<file path="src/design/afwr_pkg.sv">
`timescale 1ns / 1ps
// ----------------------------------------------------------------------------
// afwr_pkg: shared types and constants of the audio frame word repacker
// Mode codes, register indexes, reset values and the beat / result-set
// structures passed between the conversion core and the output buffer.
// ----------------------------------------------------------------------------
package afwr_pkg;

    localparam int BYTE_W     = 8;
    localparam int UNIT_W     = 14;
    localparam int TAKEN_W    = 16;
    localparam int CFG_ADDR_W = 3;
    localparam int CFG_DATA_W = 32;
    localparam int SET_DEPTH  = 4;
    localparam int SET_CNT_W  = 3;
    localparam int ACC_W      = 6;
    localparam int BCNT_W     = 3;

    // bytes the sync marker spans
    localparam logic [TAKEN_W-1:0] SYNC_BYTES = 16'd4;

    // register reset values
    localparam logic [TAKEN_W-1:0]    RST_MAX_BYTES      = 16'd16384;
    localparam logic [CFG_DATA_W-1:0] RST_SYNC_PLAIN_BE  = 32'h7FFE_8001;
    localparam logic [CFG_DATA_W-1:0] RST_SYNC_PLAIN_LE  = 32'hFE7F_0180;
    localparam logic [CFG_DATA_W-1:0] RST_SYNC_PACKED_BE = 32'h1FFF_E800;
    localparam logic [CFG_DATA_W-1:0] RST_SYNC_PACKED_LE = 32'hFF1F_00E8;
    localparam logic [CFG_DATA_W-1:0] RST_SYNC_EXTENSION = 32'h6458_2025;

    // conversion mode of the current frame
    typedef enum logic [2:0] {
        MODE_NONE    = 3'd0,
        MODE_PASS    = 3'd1,
        MODE_SWAP    = 3'd2,
        MODE_PACK_BE = 3'd3,
        MODE_PACK_LE = 3'd4
    } t_mode;

    // configuration register indexes
    typedef enum logic [CFG_ADDR_W-1:0] {
        REG_MAX_BYTES      = 3'd0,
        REG_SYNC_PLAIN_BE  = 3'd1,
        REG_SYNC_PLAIN_LE  = 3'd2,
        REG_SYNC_PACKED_BE = 3'd3,
        REG_SYNC_PACKED_LE = 3'd4,
        REG_SYNC_EXTENSION = 3'd5
    } t_cfg_reg;

    // one input beat
    typedef struct packed {
        logic              frame_end;
        logic              second_valid;
        logic [BYTE_W-1:0] second_byte;
        logic [BYTE_W-1:0] first_byte;
    } t_in_beat;

    // all results caused by one input beat
    typedef struct packed {
        logic [SET_DEPTH-1:0][BYTE_W-1:0] bytes;
        logic [SET_CNT_W-1:0]             count;
        logic                             last;
        logic                             status;
    } t_result_set;

endpackage

</file>
<file path="src/design/afwr_core.sv">
`timescale 1ns / 1ps
// ----------------------------------------------------------------------------
// afwr_core: input register, frame state and conversion logic
// Registers one beat, matches the sync marker, converts the unit and
// hands the resulting set of up to four bytes to the output buffer.
// ----------------------------------------------------------------------------
module afwr_core (
    input  logic                               i_clk,
    input  logic                               i_rst_n,
    input  logic                               i_cfg_we,
    input  logic [afwr_pkg::CFG_ADDR_W-1:0]    i_cfg_addr,
    input  logic [afwr_pkg::CFG_DATA_W-1:0]    i_cfg_wdata,
    input  logic                               i_in_valid,
    input  afwr_pkg::t_in_beat                 i_in_beat,
    output logic                               o_in_ready,
    input  logic                               i_set_free,
    output logic                               o_set_load,
    output afwr_pkg::t_result_set              o_set
);

    typedef struct packed {
        logic [1:0]                       m;
        logic [afwr_pkg::BYTE_W-1:0]      b0;
        logic [afwr_pkg::BYTE_W-1:0]      b1;
        logic [afwr_pkg::ACC_W-1:0]       acc;
        logic [afwr_pkg::BCNT_W-1:0]      cnt;
    } t_unit_res;

    // convert one unit; pack modes append 14 bits to the bit carry
    function automatic t_unit_res proc_unit(
        input afwr_pkg::t_mode               mode,
        input logic [afwr_pkg::BYTE_W-1:0]   hi,
        input logic [afwr_pkg::BYTE_W-1:0]   lo,
        input logic [1:0]                    k,
        input logic [afwr_pkg::ACC_W-1:0]    acc,
        input logic [afwr_pkg::BCNT_W-1:0]   cnt
    );
        t_unit_res                     r;
        logic [afwr_pkg::UNIT_W-1:0]   v;
        r.m   = 2'd0;
        r.b0  = '0;
        r.b1  = '0;
        r.acc = acc;
        r.cnt = cnt;
        v     = (mode == afwr_pkg::MODE_PACK_BE) ? {hi[5:0], lo} : {lo[5:0], hi};
        unique case (mode)
            afwr_pkg::MODE_PASS: begin
                r.m  = k;
                r.b0 = hi;
                r.b1 = lo;
            end
            afwr_pkg::MODE_SWAP: begin
                r.m  = k;
                r.b0 = lo;
                r.b1 = hi;
            end
            afwr_pkg::MODE_PACK_BE, afwr_pkg::MODE_PACK_LE: begin
                if (k != 2'd0) begin
                    // carry holds 0, 2, 4 or 6 bits
                    unique case (cnt)
                        3'd2: begin
                            r.m   = 2'd2;
                            r.b0  = {acc[1:0], v[13:8]};
                            r.b1  = v[7:0];
                            r.acc = '0;
                            r.cnt = 3'd0;
                        end
                        3'd4: begin
                            r.m   = 2'd2;
                            r.b0  = {acc[3:0], v[13:10]};
                            r.b1  = v[9:2];
                            r.acc = {4'b0, v[1:0]};
                            r.cnt = 3'd2;
                        end
                        3'd6: begin
                            r.m   = 2'd2;
                            r.b0  = {acc[5:0], v[13:12]};
                            r.b1  = v[11:4];
                            r.acc = {2'b0, v[3:0]};
                            r.cnt = 3'd4;
                        end
                        default: begin
                            r.m   = 2'd1;
                            r.b0  = v[13:6];
                            r.acc = v[5:0];
                            r.cnt = 3'd6;
                        end
                    endcase
                end
            end
            default: ;
        endcase
        return r;
    endfunction

    // configuration registers
    logic [afwr_pkg::TAKEN_W-1:0]    r_max_bytes;
    logic [afwr_pkg::CFG_DATA_W-1:0] r_sync_plain_be;
    logic [afwr_pkg::CFG_DATA_W-1:0] r_sync_plain_le;
    logic [afwr_pkg::CFG_DATA_W-1:0] r_sync_packed_be;
    logic [afwr_pkg::CFG_DATA_W-1:0] r_sync_packed_le;
    logic [afwr_pkg::CFG_DATA_W-1:0] r_sync_extension;

    // input register
    logic                 r_in_valid;
    afwr_pkg::t_in_beat   r_in;
    logic                 w_take;

    // frame state
    afwr_pkg::t_mode                r_conv_mode,   n_conv_mode;
    logic [15:0]                    r_held_unit,   n_held_unit;
    logic                           r_held_valid,  n_held_valid;
    logic [afwr_pkg::ACC_W-1:0]     r_bit_accum,   n_bit_accum;
    logic [afwr_pkg::BCNT_W-1:0]    r_bit_count,   n_bit_count;
    logic [afwr_pkg::TAKEN_W-1:0]   r_bytes_taken, n_bytes_taken;
    logic                           r_frame_done,  n_frame_done;

    // front end
    logic                           w_t1, w_t2, w_end;
    logic [afwr_pkg::TAKEN_W-1:0]   w_taken1, w_taken2;
    logic [afwr_pkg::BYTE_W-1:0]    w_a, w_b;
    logic [1:0]                     w_k;
    logic [31:0]                    w_mark;
    afwr_pkg::t_mode                w_match, w_mode;

    // decision
    logic w_hold, w_err, w_decide, w_proc_cur;

    // data path
    t_unit_res                      w_u0, w_u1;
    logic [afwr_pkg::ACC_W-1:0]     w_acc1;
    logic [afwr_pkg::BCNT_W-1:0]    w_cnt1;
    logic                           w_pad_en;
    logic [afwr_pkg::BYTE_W-1:0]    w_pad_byte;

    // configuration writes
    always_ff @(posedge i_clk) begin
        if (!i_rst_n) begin
            r_max_bytes      <= afwr_pkg::RST_MAX_BYTES;
            r_sync_plain_be  <= afwr_pkg::RST_SYNC_PLAIN_BE;
            r_sync_plain_le  <= afwr_pkg::RST_SYNC_PLAIN_LE;
            r_sync_packed_be <= afwr_pkg::RST_SYNC_PACKED_BE;
            r_sync_packed_le <= afwr_pkg::RST_SYNC_PACKED_LE;
            r_sync_extension <= afwr_pkg::RST_SYNC_EXTENSION;
        end else if (i_cfg_we) begin
            unique case (afwr_pkg::t_cfg_reg'(i_cfg_addr))
                afwr_pkg::REG_MAX_BYTES:      r_max_bytes      <= i_cfg_wdata[15:0];
                afwr_pkg::REG_SYNC_PLAIN_BE:  r_sync_plain_be  <= i_cfg_wdata;
                afwr_pkg::REG_SYNC_PLAIN_LE:  r_sync_plain_le  <= i_cfg_wdata;
                afwr_pkg::REG_SYNC_PACKED_BE: r_sync_packed_be <= i_cfg_wdata;
                afwr_pkg::REG_SYNC_PACKED_LE: r_sync_packed_le <= i_cfg_wdata;
                afwr_pkg::REG_SYNC_EXTENSION: r_sync_extension <= i_cfg_wdata;
                default: ;
            endcase
        end
    end

    // input register: refills when empty or whenever the held beat moves on
    assign w_take     = r_in_valid && i_set_free;
    assign o_in_ready = !r_in_valid || i_set_free;

    always_ff @(posedge i_clk) begin
        if (!i_rst_n) begin
            r_in_valid <= 1'b0;
        end else if (o_in_ready) begin
            r_in_valid <= i_in_valid;
        end
    end

    always_ff @(posedge i_clk) begin
        if (o_in_ready && i_in_valid) begin
            r_in <= i_in_beat;
        end
    end

    // byte limit and marker match
    always_comb begin
        w_t1     = r_bytes_taken < r_max_bytes;
        w_taken1 = r_bytes_taken + {15'b0, w_t1};
        w_t2     = w_t1 && r_in.second_valid && (w_taken1 < r_max_bytes);
        w_taken2 = w_taken1 + {15'b0, w_t2};
        w_a      = w_t1 ? r_in.first_byte : 8'h00;
        w_b      = w_t2 ? r_in.second_byte : 8'h00;
        w_k      = {1'b0, w_t1} + {1'b0, w_t2};
        w_end    = r_in.frame_end || (w_taken2 >= r_max_bytes);
        w_mark   = {r_held_unit, w_a, w_b};
        priority if (w_taken2 < afwr_pkg::SYNC_BYTES) begin
            w_match = afwr_pkg::MODE_NONE;
        end else if (w_mark == r_sync_plain_be || w_mark == r_sync_extension) begin
            w_match = afwr_pkg::MODE_PASS;
        end else if (w_mark == r_sync_plain_le) begin
            w_match = afwr_pkg::MODE_SWAP;
        end else if (w_mark == r_sync_packed_be) begin
            w_match = afwr_pkg::MODE_PACK_BE;
        end else if (w_mark == r_sync_packed_le) begin
            w_match = afwr_pkg::MODE_PACK_LE;
        end else begin
            w_match = afwr_pkg::MODE_NONE;
        end
        w_mode = (r_conv_mode == afwr_pkg::MODE_NONE) ? w_match : r_conv_mode;
    end

    // what this beat does to the frame
    always_comb begin
        w_hold     = 1'b0;
        w_err      = 1'b0;
        w_decide   = 1'b0;
        w_proc_cur = 1'b0;
        if (!r_frame_done) begin
            if (r_conv_mode == afwr_pkg::MODE_NONE) begin
                if (!r_held_valid) begin
                    if (w_k != 2'd0 && !w_end) begin
                        w_hold = 1'b1;
                    end else begin
                        w_err = 1'b1;
                    end
                end else if (w_match == afwr_pkg::MODE_NONE) begin
                    w_err = 1'b1;
                end else begin
                    w_decide   = 1'b1;
                    w_proc_cur = 1'b1;
                end
            end else begin
                w_proc_cur = 1'b1;
            end
        end
    end

    // conversion of held and current unit, tail padding
    always_comb begin
        w_u0   = proc_unit(w_mode, r_held_unit[15:8], r_held_unit[7:0], 2'd2,
                           r_bit_accum, r_bit_count);
        w_acc1 = w_decide ? w_u0.acc : r_bit_accum;
        w_cnt1 = w_decide ? w_u0.cnt : r_bit_count;
        w_u1   = proc_unit(w_mode, w_a, w_b, w_k, w_acc1, w_cnt1);
        w_pad_en = w_end && w_u1.cnt != 3'd0 &&
                   (w_mode == afwr_pkg::MODE_PACK_BE || w_mode == afwr_pkg::MODE_PACK_LE);
        unique case (w_u1.cnt)
            3'd2:    w_pad_byte = {w_u1.acc[1:0], 6'b0};
            3'd4:    w_pad_byte = {w_u1.acc[3:0], 4'b0};
            3'd6:    w_pad_byte = {w_u1.acc[5:0], 2'b0};
            default: w_pad_byte = 8'h00;
        endcase
    end

    // result set assembly
    always_comb begin
        logic [4:0][afwr_pkg::BYTE_W-1:0] cand;
        logic [4:0]                       cand_en;
        logic [afwr_pkg::SET_CNT_W-1:0]   cnt;
        cand    = {w_pad_byte, w_u1.b1, w_u1.b0, w_u0.b1, w_u0.b0};
        cand_en = {w_proc_cur && w_pad_en,
                   w_proc_cur && w_u1.m == 2'd2,
                   w_proc_cur && w_u1.m != 2'd0,
                   w_decide && w_u0.m == 2'd2,
                   w_decide && w_u0.m != 2'd0};
        cnt     = '0;
        o_set   = '0;
        for (int i = 0; i < 5; i++) begin
            if (cand_en[i] && cnt != 3'd4) begin
                o_set.bytes[cnt[1:0]] = cand[i];
                cnt                   = cnt + 3'd1;
            end
        end
        o_set.count = cnt;
        if (w_err) begin
            o_set.bytes  = '0;
            o_set.count  = 3'd1;
            o_set.last   = 1'b1;
            o_set.status = 1'b1;
        end else if (w_proc_cur && w_end) begin
            o_set.last = 1'b1;
            // frame ended on a beat that produced nothing
            if (cnt == 3'd0) begin
                o_set.count = 3'd1;
            end
        end
    end

    assign o_set_load = w_take;

    // next frame state
    always_comb begin
        n_conv_mode   = r_conv_mode;
        n_held_unit   = r_held_unit;
        n_held_valid  = r_held_valid;
        n_bit_accum   = r_bit_accum;
        n_bit_count   = r_bit_count;
        n_bytes_taken = r_bytes_taken;
        n_frame_done  = r_frame_done;
        if (w_take) begin
            if (w_hold) begin
                n_held_unit   = {w_a, w_b};
                n_held_valid  = 1'b1;
                n_bytes_taken = w_taken2;
            end else if (w_proc_cur) begin
                n_conv_mode   = w_mode;
                n_held_unit   = '0;
                n_held_valid  = 1'b0;
                n_bit_accum   = w_end ? '0 : w_u1.acc;
                n_bit_count   = w_end ? '0 : w_u1.cnt;
                n_bytes_taken = w_taken2;
            end
            // frame closes: start fresh on frame_end, else drop until it
            if (r_frame_done || w_err || (w_proc_cur && w_end)) begin
                if (r_in.frame_end) begin
                    n_conv_mode   = afwr_pkg::MODE_NONE;
                    n_held_unit   = '0;
                    n_held_valid  = 1'b0;
                    n_bit_accum   = '0;
                    n_bit_count   = '0;
                    n_bytes_taken = '0;
                    n_frame_done  = 1'b0;
                end else begin
                    n_frame_done  = 1'b1;
                end
            end
        end
    end

    always_ff @(posedge i_clk) begin
        if (!i_rst_n) begin
            r_conv_mode   <= afwr_pkg::MODE_NONE;
            r_held_unit   <= '0;
            r_held_valid  <= 1'b0;
            r_bit_accum   <= '0;
            r_bit_count   <= '0;
            r_bytes_taken <= '0;
            r_frame_done  <= 1'b0;
        end else begin
            r_conv_mode   <= n_conv_mode;
            r_held_unit   <= n_held_unit;
            r_held_valid  <= n_held_valid;
            r_bit_accum   <= n_bit_accum;
            r_bit_count   <= n_bit_count;
            r_bytes_taken <= n_bytes_taken;
            r_frame_done  <= n_frame_done;
        end
    end

`ifndef ASSERT_OFF
    // packing carry always holds an even number of bits
    a_carry_even: assert property (@(posedge i_clk) disable iff (!i_rst_n)
        r_bit_count[0] == 1'b0)
        else $error("packing carry count is odd");

    // a held first unit exists only before the mode is decided
    a_held_undecided: assert property (@(posedge i_clk) disable iff (!i_rst_n)
        r_held_valid |-> r_conv_mode == afwr_pkg::MODE_NONE)
        else $error("held unit with decided mode");

    // the end of a frame always carries at least one result
    a_last_nonempty: assert property (@(posedge i_clk) disable iff (!i_rst_n)
        (o_set_load && o_set.last) |-> o_set.count != 3'd0)
        else $error("frame end without result");
`endif

endmodule

</file>
<file path="src/design/afwr_out_buf.sv">
`timescale 1ns / 1ps
// ----------------------------------------------------------------------------
// afwr_out_buf: result register and byte serializer
// Holds one result set and sends its bytes one beat at a time; frees
// itself for the next set in the cycle its final beat is taken.
// ----------------------------------------------------------------------------
module afwr_out_buf (
    input  logic                            i_clk,
    input  logic                            i_rst_n,
    input  logic                            i_load,
    input  afwr_pkg::t_result_set           i_set,
    output logic                            o_free,
    output logic                            o_m_tvalid,
    output logic [afwr_pkg::BYTE_W-1:0]     o_m_tdata,
    output logic                            o_m_tlast,
    output logic                            o_m_tuser,
    input  logic                            i_m_tready
);

    logic [afwr_pkg::SET_DEPTH-1:0][afwr_pkg::BYTE_W-1:0] r_bytes;
    logic [afwr_pkg::SET_CNT_W-1:0]                        r_rem, n_rem;
    logic                                                  r_last;
    logic                                                  r_status;
    logic                                                  w_fire;

    assign o_m_tvalid = r_rem != '0;
    assign w_fire     = o_m_tvalid && i_m_tready;
    assign o_free     = (r_rem == 3'd0) || (r_rem == 3'd1 && i_m_tready);
    assign o_m_tdata  = r_bytes[0];
    assign o_m_tlast  = r_last && r_rem == 3'd1;
    assign o_m_tuser  = r_status;

    // remaining beat count
    always_comb begin
        priority if (i_load) begin
            n_rem = i_set.count;
        end else if (w_fire) begin
            n_rem = r_rem - 3'd1;
        end else begin
            n_rem = r_rem;
        end
    end

    always_ff @(posedge i_clk) begin
        if (!i_rst_n) begin
            r_rem <= '0;
        end else begin
            r_rem <= n_rem;
        end
    end

    // payload: load a new set or shift toward the head
    always_ff @(posedge i_clk) begin
        if (i_load) begin
            r_bytes  <= i_set.bytes;
            r_last   <= i_set.last;
            r_status <= i_set.status;
        end else if (w_fire) begin
            r_bytes  <= {8'h00, r_bytes[afwr_pkg::SET_DEPTH-1:1]};
        end
    end

`ifndef ASSERT_OFF
    // never more beats pending than a set can hold
    a_rem_bound: assert property (@(posedge i_clk) disable iff (!i_rst_n)
        r_rem <= 3'd4)
        else $error("result count overflow");

    // a new set never overwrites beats still pending
    a_no_overwrite: assert property (@(posedge i_clk) disable iff (!i_rst_n)
        i_load |-> (r_rem == 3'd0 || (r_rem == 3'd1 && w_fire)))
        else $error("result set overwritten");
`endif

endmodule

</file>
<file path="src/design/audio_frame_word_repacker.sv">
`timescale 1ns / 1ps
// A result byte passes the input register and then the result register on its way
// to the output; the input register holds its beat while the result register is busy.
// A beat holds the output side until all bytes it yields (1 to 4) are sent, and not at
// all when it yields none; the serial result register, one byte per beat, sets the pace.
// Reset (synchronous, active low) clears frame state and loads register
// defaults; no clearing pass is needed.
// ----------------------------------------------------------------------------
// audio_frame_word_repacker: frame sync detect and 14/16-bit word repacking
// Matches the first 32 frame bits against five sync markers and passes,
// byte swaps or 14-bit packs the two-byte units of the frame.
// ----------------------------------------------------------------------------
module audio_frame_word_repacker (
    input  logic                               i_clk,
    input  logic                               i_rst_n,
    // configuration write port
    input  logic                               i_cfg_we,
    input  logic [afwr_pkg::CFG_ADDR_W-1:0]    i_cfg_addr,
    input  logic [afwr_pkg::CFG_DATA_W-1:0]    i_cfg_wdata,
    // input stream
    input  logic                               i_s_axis_tvalid,
    output logic                               o_s_axis_tready,
    input  logic [15:0]                        i_s_axis_tdata,  // first_byte, second_byte
    input  logic                               i_s_axis_tuser,  // second_valid
    input  logic                               i_s_axis_tlast,  // frame_end
    // output stream
    output logic                               o_m_axis_tvalid,
    input  logic                               i_m_axis_tready,
    output logic [afwr_pkg::BYTE_W-1:0]        o_m_axis_tdata,  // out_byte
    output logic                               o_m_axis_tuser,  // status
    output logic                               o_m_axis_tlast   // out_last
);

    afwr_pkg::t_in_beat     w_in_beat;
    afwr_pkg::t_result_set  w_set;
    logic                   w_set_load;
    logic                   w_set_free;

    // unpack the input beat
    assign w_in_beat.first_byte   = i_s_axis_tdata[7:0];
    assign w_in_beat.second_byte  = i_s_axis_tdata[15:8];
    assign w_in_beat.second_valid = i_s_axis_tuser;
    assign w_in_beat.frame_end    = i_s_axis_tlast;

    afwr_core u_core (
        .i_clk       (i_clk),
        .i_rst_n     (i_rst_n),
        .i_cfg_we    (i_cfg_we),
        .i_cfg_addr  (i_cfg_addr),
        .i_cfg_wdata (i_cfg_wdata),
        .i_in_valid  (i_s_axis_tvalid),
        .i_in_beat   (w_in_beat),
        .o_in_ready  (o_s_axis_tready),
        .i_set_free  (w_set_free),
        .o_set_load  (w_set_load),
        .o_set       (w_set)
    );

    afwr_out_buf u_out_buf (
        .i_clk      (i_clk),
        .i_rst_n    (i_rst_n),
        .i_load     (w_set_load),
        .i_set      (w_set),
        .o_free     (w_set_free),
        .o_m_tvalid (o_m_axis_tvalid),
        .o_m_tdata  (o_m_axis_tdata),
        .o_m_tlast  (o_m_axis_tlast),
        .o_m_tuser  (o_m_axis_tuser),
        .i_m_tready (i_m_axis_tready)
    );

endmodule
</file>
<file path="config.mk">
export PLATFORM = sky130hd
export DESIGN_NAME = audio_frame_word_repacker
export DESIGN_NICKNAME = d
export VERILOG_FILES = /design/src/design/afwr_pkg.sv /design/src/design/afwr_core.sv /design/src/design/afwr_out_buf.sv /design/src/design/audio_frame_word_repacker.sv
export SDC_FILE = /design/constraint.sdc
export NUM_CORES = 1
export LEC_CHECK = 0
export BUFFER_PORTS_ARGS = -buffer_cell sky130_fd_sc_hd__buf_2
export CORE_MARGIN = 2
export CORE_UTILIZATION = 25
export DETAILED_ROUTE_END_ITERATION = 16
export HOLD_SLACK_MARGIN = 0.06
export PLACE_DENSITY = 0.41
export REMOVE_ABC_BUFFERS = 1
export SLEW_MARGIN = 20
export SYNTH_ARGS = -nofsm -noshare
export SYNTH_HDL_FRONTEND = slang
export SYNTH_SLANG_ARGS = --single-unit
export TNS_END_PERCENT = 10
</file>
<file path="constraint.sdc">
create_clock -name i_clk -period 14.53 [get_ports i_clk]
set_input_delay 1.453 -clock i_clk [delete_from_list [all_inputs] [get_ports i_clk]]
set_output_delay 1.453 -clock i_clk [all_outputs]
set_load 0.05 [all_outputs]
</file>
# After elaboration in Yosys (flattened, before gate mapping)
# Cells that the tools add are included.
[word_totals] regBits=278 input_bits=58 out_inout_bits=12
[classes] addsub=8 n_lt_le_gt_ge=12 eq_ne=30 mux=98 reduce_logical=52
[ops] op="2-to-1 mux 32 bit" n=7
[ops] op="equality test 32 bit" n=5
[ops] op="bitwise mux 32 bit" n=4
[ops] op="2-to-1 mux 16 bit" n=8
[ops] op="one-hot mux 18 bit (3 select lines)" n=2
[ops] op="one-hot mux 8 bit (3 select lines)" n=3
[ops] op="2-to-1 mux 3 bit" n=23
[ops] op="demux 8 bit (select 2 bit)" n=4
[ops] op="one-hot mux 10 bit (3 select lines)" n=2
[ops] op="2-to-1 mux 8 bit" n=7
[ops] op="2-to-1 mux 27 bit" n=2
[ops] op="one-hot mux 9 bit (3 select lines)" n=2
[ops] op="2-to-1 mux 6 bit" n=6
[ops] op="adder 16 x 1 -> 16 bit" n=2
[ops] op="less-than comparator 16 bit" n=2
[ops] op="2-to-1 mux 14 bit" n=2
[ops] op="equality test 3 bit (second input constant)" n=9
[ops] op="logical AND 1 bit" n=24
[ops] op="2-to-1 mux 1 bit" n=22
[ops] op="equality test 3 x 2 -> 1 bit (second input constant)" n=7
[ops] op="2-to-1 mux 9 bit" n=2
[ops] op="greater-or-equal comparator 16 bit" n=1
[ops] op="less-than comparator 16 x 3 -> 1 bit (second input constant)" n=1
[ops] op="zero test 3 bit" n=5
[ops] op="19 further kinds" n=48

# Logic depth before layout (Yosys ltp)
[logic_depth] word_depth=37 depth_mapped=50 ltp_nobuf=42

# Cells and area by module
# A second synthesis with hierarchy kept.
[hier_totals] cells_unflattened=2363 hier_area_um2=18984.5
[by_module_without_submodules] mod="afwr_core" n_inst=1 cells_each=2255 area_each_um2=17300.3 seq_area_each_um2=5004.8
[by_module_without_submodules] mod="afwr_out_buf" n_inst=1 cells_each=108 area_each_um2=1684.1 seq_area_each_um2=1081.0

# Worst setup path after synthesis
# No wires, ideal clock.
[synth_path] path_kind="reg-to-reg" start="register u_core.r_bytes_taken[1] (netlist bit)" end="register u_out_buf.r_bytes, in the netlist u_out_buf.o_m_tdata[0], data pin" setup_ps=263 arrival_ps=10472 required_ps=14267 slack_ps=3794 path_stages_with_launch=45 path_buffers=8 period_less_slack_ps=10736 path_cell_list="dfxtp_1 > ha_1 > a2111o_1 > and3_1 > buf_6 > nor3_4 > buf_2 > clkbuf_1 > ha_1 > ha_1 > buf_2 > nand3_1 > o21ai_0 > nand2_1 > ha_1 > nand2_1 > o21ai_0 > a21o_1 > [... 9 more ...] > a211oi_1 > nand4b_1 > buf_2 > a31o_2 > o221ai_1 > nor2_1 > o21ai_0 > clkbuf_1 > xor2_1 > ha_1 > mux2_2 > inv_1 > ha_1 > or3b_1 > buf_2 > and2_1 > a32oi_1 > o31ai_1"
[synth_via] elab_chain_cells=36
[synth_rtl] element="start: declaration" line_no="afwr_core.sv:115" source="logic [afwr_pkg::TAKEN_W-1:0] r_bytes_taken, n_bytes_taken;"
[synth_rtl] element="start signal: assignment" line_no="afwr_core.sv:336" source="r_bytes_taken <= n_bytes_taken;"
[synth_rtl] element="parallel branches: the longest is 34 deep, another holds less-than comparator 16 bit"
[synth_rtl] element="2-to-1 mux 32 bit *" line_no="afwr_core.sv:266" source="if (w_err) begin"
[synth_rtl] element="2-to-1 mux 32 bit *" line_no="afwr_out_buf.sv:54" source="if (i_load) begin"
[synth_rtl] element="end signal: assignment" line_no="afwr_out_buf.sv:55" source="r_bytes <= i_set.bytes;"
[synth_rtl] element="end signal: assignment" line_no="afwr_out_buf.sv:59" source="r_bytes <= {8'h00, r_bytes[afwr_pkg::SET_DEPTH-1:1]};"
[synth_rtl] element="end: declaration" line_no="afwr_out_buf.sv:20" source="logic [afwr_pkg::SET_DEPTH-1:0][afwr_pkg::BYTE_W-1:0] r_bytes;"
# Every way passes the cells marked *. The select of a mux whose other input is x is not followed.
# A chain may end at the register's enable or synchronous reset.

# Worst setup path in the final report
[layout_path] start="register u_core.r_max_bytes[13] (netlist bit)" end="register u_out_buf.r_bytes, in the netlist u_out_buf.o_m_tdata[0], data pin"
[layout_via] elab_chain_cells=36
[layout_rtl] element="start: declaration" line_no="afwr_core.sv:97" source="logic [afwr_pkg::TAKEN_W-1:0] r_max_bytes;"
[layout_rtl] element="start signal: assignment" line_no="afwr_core.sv:139" source="r_max_bytes <= afwr_pkg::RST_MAX_BYTES;"
[layout_rtl] element="start signal: assignment" line_no="afwr_core.sv:147" source="afwr_pkg::REG_MAX_BYTES: r_max_bytes <= i_cfg_wdata[15:0];"
[layout_rtl] element="parallel branches: the longest is 34 deep, another holds less-than comparator 16 bit"
[layout_rtl] element="2-to-1 mux 32 bit *" line_no="afwr_core.sv:266"
[layout_rtl] element="2-to-1 mux 32 bit *" line_no="afwr_out_buf.sv:54"
# Marked as above.

==> results.cfg <==
[run_status]
status = finished with violations
violations = DRC

[logic_synthesis]
synth_seq_cells = 278
synth-async-reset-ratio_pct = 0
synth-compound-area-share_pct = 22.99
synthFlopType = dfxtp_1
synthAdderAreaFrac_pct = 4.314
yosys.area_share.simple_pct = 25.32
ys_types = 102
syn_inst = 2306
synth_area_per_cell_um2 = 8.024
yosysWarningCount = 0
seq_area_frac_synth_pct = 32.89
synth.mux.area_fraction_pct = 2.110
yosysMostFrequentCell = nand2_1
yosys.area.top_type_share_pct = 24.45
syn_area_um2 = 18500
synth_xor_area_share_pct = 7.188
yosys-top-cells-count = 476 x nand2_1, 226 x dfxtp_1, 125 x clkbuf_1
synth_top_family_by_area = simple AND/OR/NAND/NOR gates
synth_area_leaders = dfxtp_1 24%, nand2_1 9.7%, edfxtp_1 8.4%
synth_edf_count = 52
synth_largest_area_cell = dfxtp_1

[clocking]
cts_root_buf = clkbuf_16
cts-buffers-inserted = 37
cts_setup_buffers = 0
h-tree-depth = 2
cts_tree = yes
cts_buffer_depth = 3
cts_resized = 0
clock_latency_ns = 0.57
clk_pin_slew_worst_paths_ns = 0.05
postCtsHoldBufs = 0
numClockSinks = 278

[timing]
hold_violations = 0
tns_ns = 0
fin_skew_ns = 0.03106
rsz0062_at_grt = no
fmax_mhz = 79.98
setup_viol = 0
relSlewSlack_pct = 17.24
worst_pin_slew_ns = 1.228
fin_crit_sh_pct = 86.05
min_period_ns = 12.50
report.final.slew_viol_count = 0

[worst_setup_path]
crit_top_cell = ha_1
crit-reg2reg-launch = u_core.r_max_bytes[13]$_SDFFE_PN0P_
startpoint = u_core.r_max_bytes[13]$_SDFFE_PN0P_
critPathSlowestCell = or3_1
start_kind = flop
critical_path.max_fanout = 33
crit_path_end = u_out_buf.o_m_tdata[0]$_DFFE_PP_
reg2reg_depth = 41
path_class = flop to flop
max_stage_delay_ns = 0.64
worst_setup_path_end_kind = flop
rr_endpoint = u_out_buf.o_m_tdata[0]$_DFFE_PP_
critPathRequiredTime_ns = 14.81
critical_path_arrival_ns = 12.78
r2r_slack_ns = 2.03

[global_route]
grt_pass1_wl_mm = 110.3
track_usage_pct = 18.73
grt-ovfl-total = 0
grt_pass1_vias = 16630
grt_max_degree = 121
antenna_found_initial = 1

[run]
maxCapViolations = 0

[placement]
io_buffers = 69
routabilityCongestion = 0.9522
post-place-cells = 3200
hpwl_mm = 52.30
placed_area_um2 = 19650

[worst_hold_path]
hp-class = flop to flop

[power]
pwr-share-seq_pct = 41.7
p_total_mw = 2.239
switchingPower_uw = 720.0
p_int_mw = 1.519
power_density_nw_per_um2 = 107.4
ir_drop_mv = 0.06528
switching_share_pct = 32.16
comb_power_share_pct = 18.3
p_clk_share_pct = 40.0
p_leak_nw = 7.460

[floorplanning]
core_um2 = 73080
core.rowCount = 99
boundaryPins = 70
die-area_um2 = 76200
die_x_um = 276.1
start_util_pct = 25.32
die_h_um = 276.1

[layout]
diodes = 0
fillers = 7915
design_area_um2 = 20840
final_cells = 3267
synthToLayoutAreaGrowth_pct = 12.63
drive_above_1_share_pct = 10.27
layout.nets = 2402

[route]
vias = 17567
routedWlPerCell_um = 22.60
avgViaCountPerCell = 5.377
drt_iter0_drc = 1597
drc = 4
firstDrtPassIters = 14
wl_mm = 73.82
drtAntennaViolNets = 0
power by group through the flow:
stage                     Combinational [mW]  Sequential [mW]  Clock, mW
after floorplan                        0.225            0.962          0
after global placement                 0.410            0.949          0
after detailed placement               0.412            0.951          0
after CTS                              0.413            0.935      0.925
after global routing                   0.448            0.941      0.955
final                                  0.410            0.933      0.895
registers in the layout, indices dropped and copies added (netlist names), 3 cells and up:
signal / cells
u_core.r_sync_extension: 32
u_core.r_sync_packed_be: 32
u_core.r_sync_packed_le: 32
u_core.r_sync_plain_be: 32
u_core.r_sync_plain_le: 32
u_out_buf.r_bytes: 24
u_core.r_in: 18
u_core.r_bytes_taken: 16
u_core.r_held_unit: 16
u_core.r_max_bytes: 16
u_out_buf.o_m_tdata: 8
u_core.r_bit_accum: 6
u_core.r_bit_count: 3
u_core.r_conv_mode: 3
u_out_buf.r_rem: 3
critical path, delay by kind of cell, from the launching register on:
family	cells	cell delay [ns]
AND/OR/NAND/NOR	13	4.66
buffers and inverters	3	0.44
XOR/XNOR	1	0.37
flip-flops	1	0.32
AO/OA/AOI/OAI	15	3.67
adder cells (fa/ha/maj)	8	2.45
multiplexers	1	0.31
cell families after synthesis:
logic type,Yosys count
multiplexers,35
adder cells (fa/ha/maj),64
XOR/XNOR,151
AO/OA/AOI/OAI,573
buffers and inverters,232
flip-flops,278
AND/OR/NAND/NOR,973
layout by cell type, fill, tap and decap left out, types with 13 or more instances in the layout:
cell       Yosys  final
buf_4         11     34
nor4_1        34     33
nor3_1        34     31
nand2b_1      16     16
a21oi_1       62     62
xor2_1        86     86
nor4bb_1      16     16
a222oi_1      17     17
inv_1         59     59
a21o_1        13     13
o22ai_1       15     15
nand4_1       35     35
a21boi_0     107    107
nor2_1        84     79
clkbuf_16      0     39
nand3_1      124    124
a211oi_1      15     15
a32oi_1       15     15
and2_1        23     23
o211ai_1      24     24
ha_1          63     63
and3_1        15     15
a22oi_1       50     50
a31oi_1       26     26
nand2_1      476    474
edfxtp_1      52     52
dfxtp_1      226    226
buf_2         18     69
mux2i_1       21     21
o21ai_0       78     76
or3_1         16     16
xnor2_1       64     64
nor2b_1       47     47
layer usage:
layer	wire length, µm	GRT usage [%]	up-vias
met5	13	0	-
met4	2216	6.053	2
met2	33460	30.04	601
li1	-	-	8311
met1	34090	25.84	8534
met3	4037	2.636	119
metrics by stage:
stage	worst slack (ns)	util, %	hold WS [ns]
final	2.026	28.52	0.4667
after global routing	1.088	28.52	0.4922
after CTS	1.825	28.47	0.4719
after detailed placement	1.885	26.88	0.4636
after global placement	2.334	26.88	0.4592
after floorplan	2.942	-	0.4434
final cells by class:
type                    count  area, µm²  share of cell area (%)
flip-flops and latches    278       6086                   29.20
well taps                 959       1200                   5.758
clock inverters            15      78.83                  0.3782
clock buffers              51       1081                   5.187
repair buffers            105      639.4                   3.068
multi-input cells        1796      11520                   55.27
inverters                  63      236.5                   1.135
how the worst min path moves through the flow:
stage	startpoint	to	slack (ns)	cells after the start
detailed placement	u_core.r_max_bytes[11]$_SDFFE_PN0P_	u_core.r_max_bytes[11]$_SDFFE_PN0P_	0.46	2
global route	u_core.r_max_bytes[6]$_SDFFE_PN0P_	u_core.r_max_bytes[6]$_SDFFE_PN0P_	0.49	2
global placement	u_core.r_sync_plain_be[6]$_SDFFE_PN0P_	u_core.r_sync_plain_be[6]$_SDFFE_PN0P_	0.46	2
finish	u_core.r_max_bytes[3]$_SDFFE_PN0P_	u_core.r_max_bytes[3]$_SDFFE_PN0P_	0.47	2
CTS	u_core.r_max_bytes[11]$_SDFFE_PN0P_	u_core.r_max_bytes[11]$_SDFFE_PN0P_	0.47	2
floorplan	u_core.r_max_bytes[10]$_SDFFE_PN0P_	u_core.r_max_bytes[10]$_SDFFE_PN0P_	0.44	2
Power figures use the tool's default switching activity.
